===== config.mk =====
export PLATFORM = sky130hd
export DESIGN_NAME = floor_color_range_segmenter
export DESIGN_NICKNAME = d
export VERILOG_FILES = /design/src/rtl/core/fcrs_pkg.sv /design/src/rtl/core/floor_color_range_segmenter.sv /design/src/rtl/core/fcrs_position.sv /design/src/rtl/core/fcrs_colour_stats.sv
export VERILOG_INCLUDE_DIRS = /design/src /design/src/rtl/core
export SDC_FILE = /design/constraint.sdc
export NUM_CORES = 1
export LEC_CHECK = 0
export ABC_CLOCK_PERIOD_IN_PS = 4750
export BUFFER_PORTS_ARGS = -buffer_cell sky130_fd_sc_hd__buf_2
export CAP_MARGIN = 5
export CORE_MARGIN = 3
export CORE_UTILIZATION = 56
export CTS_CLUSTER_DIAMETER = 100
export CTS_CLUSTER_SIZE = 24
export DETAILED_ROUTE_END_ITERATION = 10
export GPL_ROUTABILITY_DRIVEN = 0
export PLACE_DENSITY = 0.76
export SLEW_MARGIN = 10
export SYNTH_ARGS = -nofsm -noshare
export SYNTH_HDL_FRONTEND = slang
export SYNTH_SLANG_ARGS = --single-unit

===== constraint.sdc =====
create_clock -name aclk -period 4.75 [get_ports aclk]
set_input_delay 0.2375 -clock aclk [delete_from_list [all_inputs] [get_ports aclk]]
set_output_delay 0.2375 -clock aclk [all_outputs]
set_load 0.005 [all_outputs]

===== src/rtl/core/assert_macros.svh =====
// Assertion macros for the segmenter RTL.
`ifndef ASSERT_MACROS_SVH
`define ASSERT_MACROS_SVH

// Check a property on every rising aclk edge outside reset.
`define FCRS_ASSERT(lbl, prop, msg) \
    lbl: assert property (@(posedge aclk) disable iff (!aresetn) (prop)) else $error(msg);

// Check that an antecedent is always followed by a consequent in the next cycle.
`define FCRS_ASSERT_NEXT(lbl, ante, cons, msg) \
    lbl: assert property (@(posedge aclk) disable iff (!aresetn) (ante) |=> (cons)) \
        else $error(msg);

`endif


===== src/rtl/core/fcrs_pkg.sv =====
// Types and constants of the floor colour range segmenter.
`default_nettype none

package fcrs_pkg;

    // Field widths
    localparam int unsigned CfgW   = 12;
    localparam int unsigned DimW   = 13;  // clamped dimension, up to MAX_DIM
    localparam int unsigned SignW  = 15;  // signed working width for bounds
    localparam int unsigned ChanW  = 8;
    localparam int unsigned DiffW  = 10;
    localparam int unsigned CountW = 23;

    // Register indexes
    typedef enum logic [1:0] {
        REG_IMAGE_WIDTH  = 2'd0,
        REG_IMAGE_HEIGHT = 2'd1,
        REG_RECT_WIDTH   = 2'd2,
        REG_RECT_HEIGHT  = 2'd3
    } cfg_index_t;

    // Pixel kinds
    typedef enum logic {
        REQ_LEARN    = 1'b0,
        REQ_CLASSIFY = 1'b1
    } req_type_t;

    // Statistic reset values
    localparam logic [ChanW-1:0]        RedLowReset  = 8'd255;
    localparam logic signed [DiffW-1:0] DiffLowReset = 10'sd255;
    localparam logic [CountW-1:0]       CountMax     = {CountW{1'b1}};

    // Position information handed from the position tracker
    typedef struct packed {
        logic in_rect;
        logic last_col;
        logic last_row;
    } pos_info_t;

endpackage

`default_nettype wire


===== src/rtl/core/floor_color_range_segmenter.sv =====
// Top level of the floor colour range segmenter.
//
//  channel  direction  handshake          payload
//  s_       in         s_tvalid/s_tready  s_tdata: red, green, blue; s_tuser: req_type, frame_start
//  m_       out        m_tvalid/m_tready  m_tdata: floor_mask, floor_count; m_tlast: frame_end
//  cfg_     in         cfg_wr_en          cfg_index, cfg_data (no read-back)
//
// One pixel a cycle sustained unless a classify pixel waits on a stalled, full
// result register; a classify word moves from the input register to the result
// register. Learn pixels give no word. The loop through the position, statistics
// and count registers sets the rate. Reset is synchronous, no clearing pass. A
// stalled result register holds only classify pixels; learn pixels pass on.
`default_nettype none

`include "assert_macros.svh"

module floor_color_range_segmenter #(
    parameter int unsigned MAX_DIM = 2048
) (
    input  wire logic        aclk,
    input  wire logic        aresetn,
    // Pixel input
    input  wire logic        s_tvalid,
    output logic             s_tready,
    input  wire logic [23:0] s_tdata,   // red [7:0], green [15:8], blue [23:16]
    input  wire logic [1:0]  s_tuser,   // req_type [0], frame_start [1]
    // Result output
    output logic             m_tvalid,
    input  wire logic        m_tready,
    output logic [23:0]      m_tdata,   // floor_mask [0], floor_count [23:1]
    output logic             m_tlast,
    // Configuration
    input  wire logic        cfg_wr_en,
    input  wire logic [1:0]  cfg_index,
    input  wire logic [11:0] cfg_data
);

    // Configuration registers
    logic [fcrs_pkg::CfgW-1:0] width_reg, height_reg, rect_w_reg, rect_h_reg;

    // Input stage
    logic                       in_valid_reg;
    fcrs_pkg::req_type_t        in_req_reg;
    logic                       in_fs_reg;
    logic [fcrs_pkg::ChanW-1:0] in_red_reg, in_green_reg, in_blue_reg;

    // Result stage and count
    logic                        out_valid_reg;
    logic                        out_mask_reg;
    logic [fcrs_pkg::CountW-1:0] out_count_reg;
    logic                        out_end_reg;
    logic [fcrs_pkg::CountW-1:0] total_reg, total_next, total_base;

    fcrs_pkg::pos_info_t pos_info;
    logic advance, classify, hit;

    // Write configuration
    always_ff @(posedge aclk) begin
        if (!aresetn) begin
            width_reg  <= 12'd640;
            height_reg <= 12'd480;
            rect_w_reg <= 12'd64;
            rect_h_reg <= 12'd32;
        end else if (cfg_wr_en) begin
            case (fcrs_pkg::cfg_index_t'(cfg_index))
                fcrs_pkg::REG_IMAGE_WIDTH:  width_reg  <= cfg_data;
                fcrs_pkg::REG_IMAGE_HEIGHT: height_reg <= cfg_data;
                fcrs_pkg::REG_RECT_WIDTH:   rect_w_reg <= cfg_data;
                fcrs_pkg::REG_RECT_HEIGHT:  rect_h_reg <= cfg_data;
                default: ;
            endcase
        end
    end

    // Advance the held word when it needs no slot or its slot frees
    assign classify = (in_req_reg == fcrs_pkg::REQ_CLASSIFY);
    assign advance  = in_valid_reg && (!classify || !out_valid_reg || m_tready);
    assign s_tready = !in_valid_reg || advance;

    // Hold the accepted pixel
    always_ff @(posedge aclk) begin
        if (!aresetn) begin
            in_valid_reg <= 1'b0;
        end else if (s_tready) begin
            in_valid_reg <= s_tvalid;
        end
    end

    always_ff @(posedge aclk) begin
        if (s_tready && s_tvalid) begin
            in_req_reg   <= fcrs_pkg::req_type_t'(s_tuser[0]);
            in_fs_reg    <= s_tuser[1];
            in_red_reg   <= s_tdata[7:0];
            in_green_reg <= s_tdata[15:8];
            in_blue_reg  <= s_tdata[23:16];
        end
    end

    fcrs_position #(
        .MAX_DIM(MAX_DIM)
    ) u_position (
        .aclk        (aclk),
        .aresetn     (aresetn),
        .step        (advance),
        .frame_start (in_fs_reg),
        .image_width (width_reg),
        .image_height(height_reg),
        .rect_width  (rect_w_reg),
        .rect_height (rect_h_reg),
        .info        (pos_info)
    );

    fcrs_colour_stats u_stats (
        .aclk       (aclk),
        .aresetn    (aresetn),
        .step       (advance),
        .req_type   (in_req_reg),
        .frame_start(in_fs_reg),
        .in_rect    (pos_info.in_rect),
        .red        (in_red_reg),
        .green      (in_green_reg),
        .blue       (in_blue_reg),
        .hit        (hit)
    );

    // Saturating floor count, cleared by a classify frame start
    assign total_base = in_fs_reg ? '0 : total_reg;
    assign total_next = (hit && (total_base != fcrs_pkg::CountMax)) ?
                        total_base + 1'b1 : total_base;

    always_ff @(posedge aclk) begin
        if (!aresetn) begin
            total_reg <= '0;
        end else if (advance && classify) begin
            total_reg <= total_next;
        end
    end

    // Load or drop the result word
    always_ff @(posedge aclk) begin
        if (!aresetn) begin
            out_valid_reg <= 1'b0;
        end else if (advance && classify) begin
            out_valid_reg <= 1'b1;
        end else if (m_tready) begin
            out_valid_reg <= 1'b0;
        end
    end

    always_ff @(posedge aclk) begin
        if (advance && classify) begin
            out_mask_reg  <= hit;
            out_count_reg <= total_next;
            out_end_reg   <= pos_info.last_col && pos_info.last_row;
        end
    end

    assign m_tvalid = out_valid_reg;
    assign m_tdata  = {out_count_reg, out_mask_reg};
    assign m_tlast  = out_end_reg;

    // A classify pixel that moves on always yields a word
    `FCRS_ASSERT_NEXT(a_classify_gives_word, advance && classify, m_tvalid,
                      "classify pixel produced no result word")
    // A floor pixel leaves a nonzero count
    `FCRS_ASSERT_NEXT(a_hit_counts, advance && classify && hit, m_tdata[23:1] != '0,
                      "floor pixel left a zero count")
    // A held pixel that cannot move stays held
    `FCRS_ASSERT_NEXT(a_stall_holds, in_valid_reg && !advance, in_valid_reg,
                      "stalled input word was lost")
    // A learn pixel never waits on the result side
    `FCRS_ASSERT(a_learn_flows, !(in_valid_reg && !classify) || advance,
                 "learn pixel stalled")

endmodule

`default_nettype wire


===== src/rtl/core/fcrs_position.sv =====
// Raster position tracker and reference rectangle test.
`default_nettype none

module fcrs_position #(
    parameter int unsigned MAX_DIM = 2048
) (
    input  wire logic                      aclk,
    input  wire logic                      aresetn,
    input  wire logic                      step,
    input  wire logic                      frame_start,
    input  wire logic [fcrs_pkg::CfgW-1:0] image_width,
    input  wire logic [fcrs_pkg::CfgW-1:0] image_height,
    input  wire logic [fcrs_pkg::CfgW-1:0] rect_width,
    input  wire logic [fcrs_pkg::CfgW-1:0] rect_height,
    output fcrs_pkg::pos_info_t            info
);

    localparam int unsigned PosW = $clog2(MAX_DIM);
    localparam logic [fcrs_pkg::DimW-1:0] MaxDim = fcrs_pkg::DimW'(MAX_DIM);

    logic [PosW-1:0] col_reg, col_next;
    logic [PosW-1:0] row_reg, row_next;

    logic [PosW-1:0]              x, y;
    logic [fcrs_pkg::DimW-1:0]    w, h;
    logic [fcrs_pkg::DimW:0]      x_inc, y_inc;
    logic signed [fcrs_pkg::SignW-1:0] xs, ys, ws, hs, rws, rhs;
    logic signed [fcrs_pkg::SignW-1:0] up_s, left_s, right_s;

    // Clamp dimensions to the supported maximum
    always_comb begin
        w = ({1'b0, image_width} > MaxDim) ? MaxDim : {1'b0, image_width};
        h = ({1'b0, image_height} > MaxDim) ? MaxDim : {1'b0, image_height};
    end

    // Position of this pixel: a frame start restarts at the origin
    assign x = frame_start ? '0 : col_reg;
    assign y = frame_start ? '0 : row_reg;

    assign x_inc = (fcrs_pkg::DimW + 1)'(x) + 1'b1;
    assign y_inc = (fcrs_pkg::DimW + 1)'(y) + 1'b1;

    // Rectangle bounds as signed values; the bound before the shift can be
    // negative, and an arithmetic shift then rounds it toward minus infinity
    always_comb begin
        xs      = $signed(fcrs_pkg::SignW'(x));
        ys      = $signed(fcrs_pkg::SignW'(y));
        ws      = $signed(fcrs_pkg::SignW'(w));
        hs      = $signed(fcrs_pkg::SignW'(h));
        rws     = $signed(fcrs_pkg::SignW'(rect_width));
        rhs     = $signed(fcrs_pkg::SignW'(rect_height));
        up_s    = hs - rhs;
        left_s  = (ws - rws - fcrs_pkg::SignW'(1)) >>> 1;
        right_s = (ws + rws - fcrs_pkg::SignW'(1)) >>> 1;
    end

    always_comb begin
        info.in_rect  = (ys >= up_s) && (ys < hs) && (xs >= left_s) && (xs < right_s);
        info.last_col = (x_inc >= (fcrs_pkg::DimW + 1)'(w));
        info.last_row = (y_inc >= (fcrs_pkg::DimW + 1)'(h));
    end

    // Advance in raster order, wrapping at the end of a frame
    always_comb begin
        col_next = col_reg;
        row_next = row_reg;
        if (step) begin
            if (info.last_col) begin
                col_next = '0;
                row_next = info.last_row ? '0 : PosW'(y_inc);
            end else begin
                col_next = PosW'(x_inc);
                row_next = y;
            end
        end
    end

    always_ff @(posedge aclk) begin
        if (!aresetn) begin
            col_reg <= '0;
            row_reg <= '0;
        end else begin
            col_reg <= col_next;
            row_reg <= row_next;
        end
    end

endmodule

`default_nettype wire


===== src/rtl/core/fcrs_colour_stats.sv =====
// Learned colour range statistics and floor test.
`default_nettype none

module fcrs_colour_stats (
    input  wire logic                       aclk,
    input  wire logic                       aresetn,
    input  wire logic                       step,
    input  wire fcrs_pkg::req_type_t        req_type,
    input  wire logic                       frame_start,
    input  wire logic                       in_rect,
    input  wire logic [fcrs_pkg::ChanW-1:0] red,
    input  wire logic [fcrs_pkg::ChanW-1:0] green,
    input  wire logic [fcrs_pkg::ChanW-1:0] blue,
    output logic                            hit
);

    logic [fcrs_pkg::ChanW-1:0]        red_low_reg, red_low_next;
    logic [fcrs_pkg::ChanW-1:0]        red_high_reg, red_high_next;
    logic signed [fcrs_pkg::DiffW-1:0] rg_low_reg, rg_low_next;
    logic signed [fcrs_pkg::DiffW-1:0] rg_high_reg, rg_high_next;
    logic signed [fcrs_pkg::DiffW-1:0] rb_low_reg, rb_low_next;
    logic signed [fcrs_pkg::DiffW-1:0] rb_high_reg, rb_high_next;

    logic signed [fcrs_pkg::DiffW-1:0] rg, rb;
    logic learn, restart, take;

    // Colour differences
    assign rg = $signed({2'b00, red}) - $signed({2'b00, green});
    assign rb = $signed({2'b00, red}) - $signed({2'b00, blue});

    assign learn   = (req_type == fcrs_pkg::REQ_LEARN);
    assign restart = learn && frame_start;
    assign take    = learn && in_rect && ((red | green | blue) != '0);

    // Reset the ranges on a learn frame start and widen them over non-black reference pixels
    always_comb begin
        red_low_next  = restart ? fcrs_pkg::RedLowReset  : red_low_reg;
        red_high_next = restart ? '0                     : red_high_reg;
        rg_low_next   = restart ? fcrs_pkg::DiffLowReset : rg_low_reg;
        rg_high_next  = restart ? '0                     : rg_high_reg;
        rb_low_next   = restart ? fcrs_pkg::DiffLowReset : rb_low_reg;
        rb_high_next  = restart ? '0                     : rb_high_reg;
        if (take) begin
            if (red < red_low_next)  red_low_next  = red;
            if (red > red_high_next) red_high_next = red;
            if (rg < rg_low_next)    rg_low_next   = rg;
            if (rg > rg_high_next)   rg_high_next  = rg;
            if (rb < rb_low_next)    rb_low_next   = rb;
            if (rb > rb_high_next)   rb_high_next  = rb;
        end
    end

    // Floor test against the ranges held
    assign hit = (red > red_low_reg) && (red < red_high_reg) &&
                 (rg >= rg_low_reg) && (rg <= rg_high_reg) &&
                 (rb >= rb_low_reg) && (rb <= rb_high_reg);

    always_ff @(posedge aclk) begin
        if (!aresetn) begin
            red_low_reg  <= fcrs_pkg::RedLowReset;
            red_high_reg <= '0;
            rg_low_reg   <= fcrs_pkg::DiffLowReset;
            rg_high_reg  <= '0;
            rb_low_reg   <= fcrs_pkg::DiffLowReset;
            rb_high_reg  <= '0;
        end else if (step && learn) begin
            red_low_reg  <= red_low_next;
            red_high_reg <= red_high_next;
            rg_low_reg   <= rg_low_next;
            rg_high_reg  <= rg_high_next;
            rb_low_reg   <= rb_low_next;
            rb_high_reg  <= rb_high_next;
        end
    end

endmodule

`default_nettype wire


Word-level counts from Yosys, hierarchy flattened
Cells that the tools add are included.

word-level totals
  register bits = 202
  bits in latches = 0
  bits in writable memories = 0
  bits in read-only memories = 0
  output and inout port bits = 27
  logic and storage cells = 119
  memories kept = 0

operators by class
  add/sub/neg operators = 10
  multipliers = 0
  div/mod/pow operators = 0
  magnitude comparators = 20
  eq/ne operators = 4
  shift operators = 0
  muxes and demuxes = 29
  bitwise operators = 3
  reductions and logical operators = 30

operator list
  cell                                                   count
  2-to-1 mux 10 bit                                      12
  2-to-1 mux 11 bit                                      5
  2-to-1 mux 8 bit                                       6
  2-to-1 mux 23 bit                                      2
  greater-or-equal comparator 14 x 13 -> 1 bit           2
  adder 11 x 1 -> 12 bit, second input constant          2
  greater-than comparator 12 bit, second input constant  2
  2-to-1 mux 12 bit                                      2
  adder 23 x 1 -> 23 bit, second input constant          1
  inequality test 23 bit, second input constant          1
  greater-or-equal comparator 10 bit                     2
  greater-than comparator 10 bit                         2
  less-or-equal comparator 10 bit                        2
  less-than comparator 10 bit                            2
  subtractor 8 x 8 -> 9 bit                              2
  logical AND 1 bit                                      17
  greater-than comparator 8 bit                          2
  less-than comparator 8 bit                             2
  OR 8 bit                                               2
  greater-or-equal comparator 12 x 15 -> 1 bit           1
  subtractor 14 x 1 -> 15 bit, second input constant     1
  subtractor 14 x 2 -> 15 bit, second input constant     1
  adder 13 x 12 -> 14 bit                                1
  greater-or-equal comparator 12 x 14 -> 1 bit           1
  14 further kinds                                       23

Longest topological paths before layout
  word-level depth = 10
  mapped depth = 25
  gate-level depth less buffers = 23

By module
A second synthesis with hierarchy kept.

unflattened totals
  cell total of the unflattened synthesis = 1908
  area total of the unflattened synthesis = 15992.8 sq um

modules (own cells, without submodules)
  module                       instances  cells each  area each (sq um)  sequential area each (sq um)
  fcrs_colour_stats            1          681         5622.9             1121.1
  floor_color_range_segmenter  1          543         5217.5             2992.9
  fcrs_position                1          684         5152.4             440.4

Worst setup path before layout
Ideal clock, no wire load.

  kind = register to register
  from = reg width_reg[11] (netlist name)
  to = reg u_stats.rg_low_reg[8] (netlist name)
  library setup time = 0.072 ns
  data arrival time = 4.784 ns
  path slack = -0.106 ns
  stages on the path, launching flop included = 23
  path buffers = 2
  cell sequence = dfxtp_1 -> inv_1 -> clkbuf_1 -> nand2_1 -> ha_1 -> fa_1 -> nor2_1 -> o311ai_2 -> o221a_2 -> xnor2_1 -> nand3_1 -> or2_2 -> nor3_1 -> xnor2_1 -> ha_1 -> a2111oi_0 -> o221ai_1 -> o22a_1 -> a21oi_1 -> a31oi_4 -> o31ai_1 -> buf_2 -> mux2i_1

between the ends
  word-level cells in the longest chain between the ends = 10

ends and longest elaborated chain
  element                                       RTL line                           RTL
  start, declared                               floor_color_range_segmenter.sv:39  logic [fcrs_pkg::CfgW-1:0] width_reg, height_reg, rect_w_reg, rect_h_reg;
  start signal, assigned                        floor_color_range_segmenter.sv:66  fcrs_pkg::REG_IMAGE_WIDTH: width_reg <= cfg_data;
  greater-than comparator 12 bit                fcrs_position.sv:32                w = ({1'b0, image_width} > MaxDim) ? MaxDim : {1'b0, image_width};
  2-to-1 mux 12 bit (*)                         fcrs_position.sv:32
  subtractor 12 x 12 -> 13 bit                  fcrs_position.sv:53                left_s = (ws - rws - fcrs_pkg::SignW'(1)) >>> 1;
  subtractor 14 x 2 -> 15 bit                   fcrs_position.sv:53
  greater-or-equal comparator 12 x 14 -> 1 bit  fcrs_position.sv:58                info.in_rect = (ys >= up_s) && (ys < hs) && (xs >= left_s) && (xs < right_s);
  logical AND 1 bit                             fcrs_position.sv:58
  logical AND 1 bit (*)                         fcrs_position.sv:58
  logical AND 1 bit (*) (2 in a row)            fcrs_colour_stats.sv:33            assign take = learn && in_rect && ((red | green | blue) != '0);
  2-to-1 mux 10 bit (*)                         fcrs_colour_stats.sv:43            if (take) begin
  end signal, assigned                          fcrs_colour_stats.sv:62            rg_low_reg <= fcrs_pkg::DiffLowReset;
  end signal, assigned                          fcrs_colour_stats.sv:69            rg_low_reg <= rg_low_next;
  end, declared                                 fcrs_colour_stats.sv:19            logic signed [fcrs_pkg::DiffW-1:0] rg_low_reg, rg_low_next;

Mark *: on every way between the ends. The rest lies on a longest branch, timed or not.
A chain may end at the register's enable or synchronous reset.

Worst setup path in the final report
  from = reg width_reg[11] (netlist name)
  to = reg u_stats.red_low_reg[7] (netlist name)

between the ends
  word-level cells in the longest chain between the ends = 10

ends and longest elaborated chain
  element                                       RTL line                 RTL
  greater-than comparator 12 bit                fcrs_position.sv:32
  2-to-1 mux 12 bit (*)                         fcrs_position.sv:32
  subtractor 12 x 12 -> 13 bit                  fcrs_position.sv:53
  subtractor 14 x 2 -> 15 bit                   fcrs_position.sv:53
  greater-or-equal comparator 12 x 14 -> 1 bit  fcrs_position.sv:58
  logical AND 1 bit                             fcrs_position.sv:58
  logical AND 1 bit (*)                         fcrs_position.sv:58
  logical AND 1 bit (*) (2 in a row)            fcrs_colour_stats.sv:33
  2-to-1 mux 8 bit (*)                          fcrs_colour_stats.sv:43
  end signal, assigned                          fcrs_colour_stats.sv:60  red_low_reg <= fcrs_pkg::RedLowReset;
  end signal, assigned                          fcrs_colour_stats.sv:67  red_low_reg <= red_low_next;
  end, declared                                 fcrs_colour_stats.sv:17  logic [fcrs_pkg::ChanW-1:0] red_low_reg, red_low_next;

Marks and branches as above.

==> flow_summary.yaml <==
yosys:
  synth_area_leaders: "ha_1 20%, dfxtp_1 19%, edfxtp_1 9.7%"
  syn_avg_cell_area_um2: 8.22
  yosysTopAreaCell: "ha_1"
  yosysWarnings: 0
  synth.most_common_cell: "nand2_1"
  syn-cell-area_mm2: 0.0158
  synth_cells: 1928
  synth_seq_area_share_pct: 28.7
  syn_nets: 2229
  synth_top_area_share_pct: 19.8
  netlist_top_cells_count: "292 x nand2_1, 251 x ha_1, 184 x inv_1"
  ys_ff_latch: 202
  synth-edff-count: 51
  async_flop_share_pct: 0
  synthDistinctLibCells: 80
  synth_ff_type: "dfxtp_1"
layout:
  drive_gt1_share_pct: 17.9
  synthToLayoutAreaGrowth_pct: 21.6
  finalInstanceArea_mm2: 0.0193
  fin_nets: 2469
  n_antenna_cell: 0
  regArea_mm2: 0.00456
  multiInputGateArea_mm2: 0.0109
  fillers: 2063
placement:
  place_area_mm2: 0.0177
  dpl_worst_slack_ns: -0.635
  port_buffers: 71
  dp_hpwl_mm: 32.0
clock_tree:
  cts_tree: "done"
  clock-sinks: 202
  htreeDepth: 1
  clk_pin_slew_worst_paths_ns: 0.10
  cts.path.max_buffers: 3
  clock_latency_ns: 0.50
  cts_root_buffer: "clkbuf_16"
  cts_buffers: 14
min_path:
  min_path_type: "in2reg"
flow_run:
  drv_cap: 0
critical_path:
  path_buf_inv: 8
  crit_type: "reg2reg"
  cpLargestDelayFamily: "buffers and inverters"
  critPathArrivalTime_ns: 5.21
  cp-end-kind: "flop"
  crit_top_cell: "buf_4"
  max_stage_delay_ns: 0.35
  startpoint_type: "flop"
  cpMaxStageDelayCell: "xnor2_1"
  crit_path_max_fanout: 8
  required_ns: 5.18
grt:
  antenna_found_initial: 1
  grt_pass1_vias: 14800
  grt_pass1_wl_mm: 70.2
  grt_max_degree: 55
  grt_overflow: 0
  grt_usage_pct: 27.5
sta:
  clock.fmax_ghz: 0.209
  fin_ws_ns: -0.0366
  rsz0062_at_grt: "true"
  finalHoldViolCount: 0
  post-route-period-util_pct: 101
  fin_crit_ns: 4.79
  max_slew_margin_pct: 23.7
  skew_ns: 0.0228
  setup_viol: 11
  fin_setup_tns_ns: -0.310
  slew_violations: 0
  tightest_slew_ns: 1.14
run_status:
  violations: "negative setup slack"
  status: "finished, violations left"
drt:
  ant_nets: 0
  first_pass_iters: 5
  post-route-drc-count: 0
  avgViaCountPerCell: 5.87
  wl_mm: 45.4
  wl_per_cell_um: 17.8
  first_iter_violations: 978
  vias: 14900
floorplan:
  io_pins: 72
  die_w_um: 174
  die_h_um: 174
  core_region_area_mm2: 0.0274
  die-area_mm2: 0.0304
  start_util_pct: 57.8
  num_rows: 60
pwr:
  leakagePower_nw: 8.75
  p_per_area_mw_per_mm2: 238
  ir_drop_uv: 247
## power breakdown
| group | internal [mW] | switching (mW) | leakage (nW) | total [mW] |
|---|---|---|---|---|
| logic | 0.651 | 0.799 | 6.80 | 1.45 |
| registers | 1.80 | 0.0307 | 1.72 | 1.83 |
| clock network | 0.631 | 0.673 | 0.226 | 1.30 |
## final cells by class
type / instances / area share (%)
sequential: 202 / 23.6
timing repair buffer: 292 / 11.3
tap: 372 / 2.42
clock buffer: 18 / 2.12
inverter: 184 / 3.61
multi-input combinational: 1474 / 56.6
clock inverter: 5 / 0.266
## layout by cell type, fill, tap and decap left out, types with 8 or more instances in the layout
cell / instances
a211oi_1: 8
a21o_1: 27
a21oi_1: 114
a31oi_1: 20
and2_1: 11
and3_1: 26
buf_2: 71
buf_4: 181
buf_6: 8
clkbuf_16: 17
dfxtp_1: 150
dlygate4sd3_1: 27
edfxtp_1: 51
ha_1: 236
ha_4: 12
inv_1: 178
mux2i_1: 57
nand2_1: 283
nand2b_1: 16
nand3_1: 58
nand4_1: 26
nor2_1: 130
nor2b_1: 55
nor3_1: 12
nor4_1: 9
o211ai_1: 17
o21a_1: 33
o21ai_0: 56
o21bai_1: 13
or4_1: 16
xnor2_1: 33
xor2_1: 35
## cell families (layout without fill, tap and decap cells)
kind of cell,count (synthesis),after routing,synth area share [%]
xor+xnor,72,72,3.98
fa+ha+maj,256,256,20.4
compound gates,385,385,16.0
buf+inv,252,499,6.09
simple gates,701,701,21.0
flops,202,202,28.7
mux,60,60,3.80
## worst reg2reg max path: stages, from the launching register on
cell and delay, ns:
dfxtp_2 0.34, inv_4 0.09, buf_6 0.13, nand2_2 0.08, buf_4 0.15, inv_1 0.09, ha_4 0.19, nand2b_1 0.19
o31ai_1 0.12, xnor2_1 0.35, buf_4 0.20, and4_1 0.25, nand4_1 0.17, nor2_2 0.20, xnor2_2 0.09, ha_1 0.35
buf_4 0.12, o21a_1 0.12, o21a_1 0.13, o22a_1 0.20, a21oi_2 0.09, a31oi_4 0.27, buf_6 0.19, nor3b_4 0.25
buf_12 0.17, mux2i_1 0.18
## per-stage QoR
stage,utilization [%],power [mW],hold WS [ns],instances
final,70.3,4.58,0.0137,2547
after global routing,70.3,4.80,0.0182,2547
after CTS,67.6,4.45,0.00125,2520
after detailed placement,64.5,3.11,0.416,2465
after global placement,64.5,3.06,0.414,2465
after floorplan,-,2.67,0.336,1928
## what timing repair did
action / CTS / global route
resized for setup: 21 / 101
setup endpoints to repair: 73 / 101
pin swaps: 4 / 53
setup buffers: 5 / 27
hold endpoints to repair: 27 / 0
cloned: 0 / 1
hold buffers: 27 / 0
## worst paths after layout
kind,to,from,cells past startpoint,slack [ns]
worst max-delay path,u_stats.red_low_reg[7],width_reg[11],25,-0.04
worst min-delay path,rect_w_reg[2],cfg_data[2],3,0.01
worst max register to register,u_stats.red_low_reg[7],width_reg[11],25,-0.04
worst min register to register,u_position.col_reg[8],u_position.col_reg[8],2,0.46
## metal layers
layer / up-vias / wire length [um] / part of all wire, % / global-route usage, %
li1: 7231 / - / - / -
met3: 144 / 2430 / 5.4 / 3.41
met5: - / 13 / 0.029 / 0
met2: 506 / 22500 / 49 / 49.5
met1: 7063 / 18700 / 41 / 33.8
met4: 2 / 1790 / 3.9 / 9.72
Power figures use the tool's default switching activity.
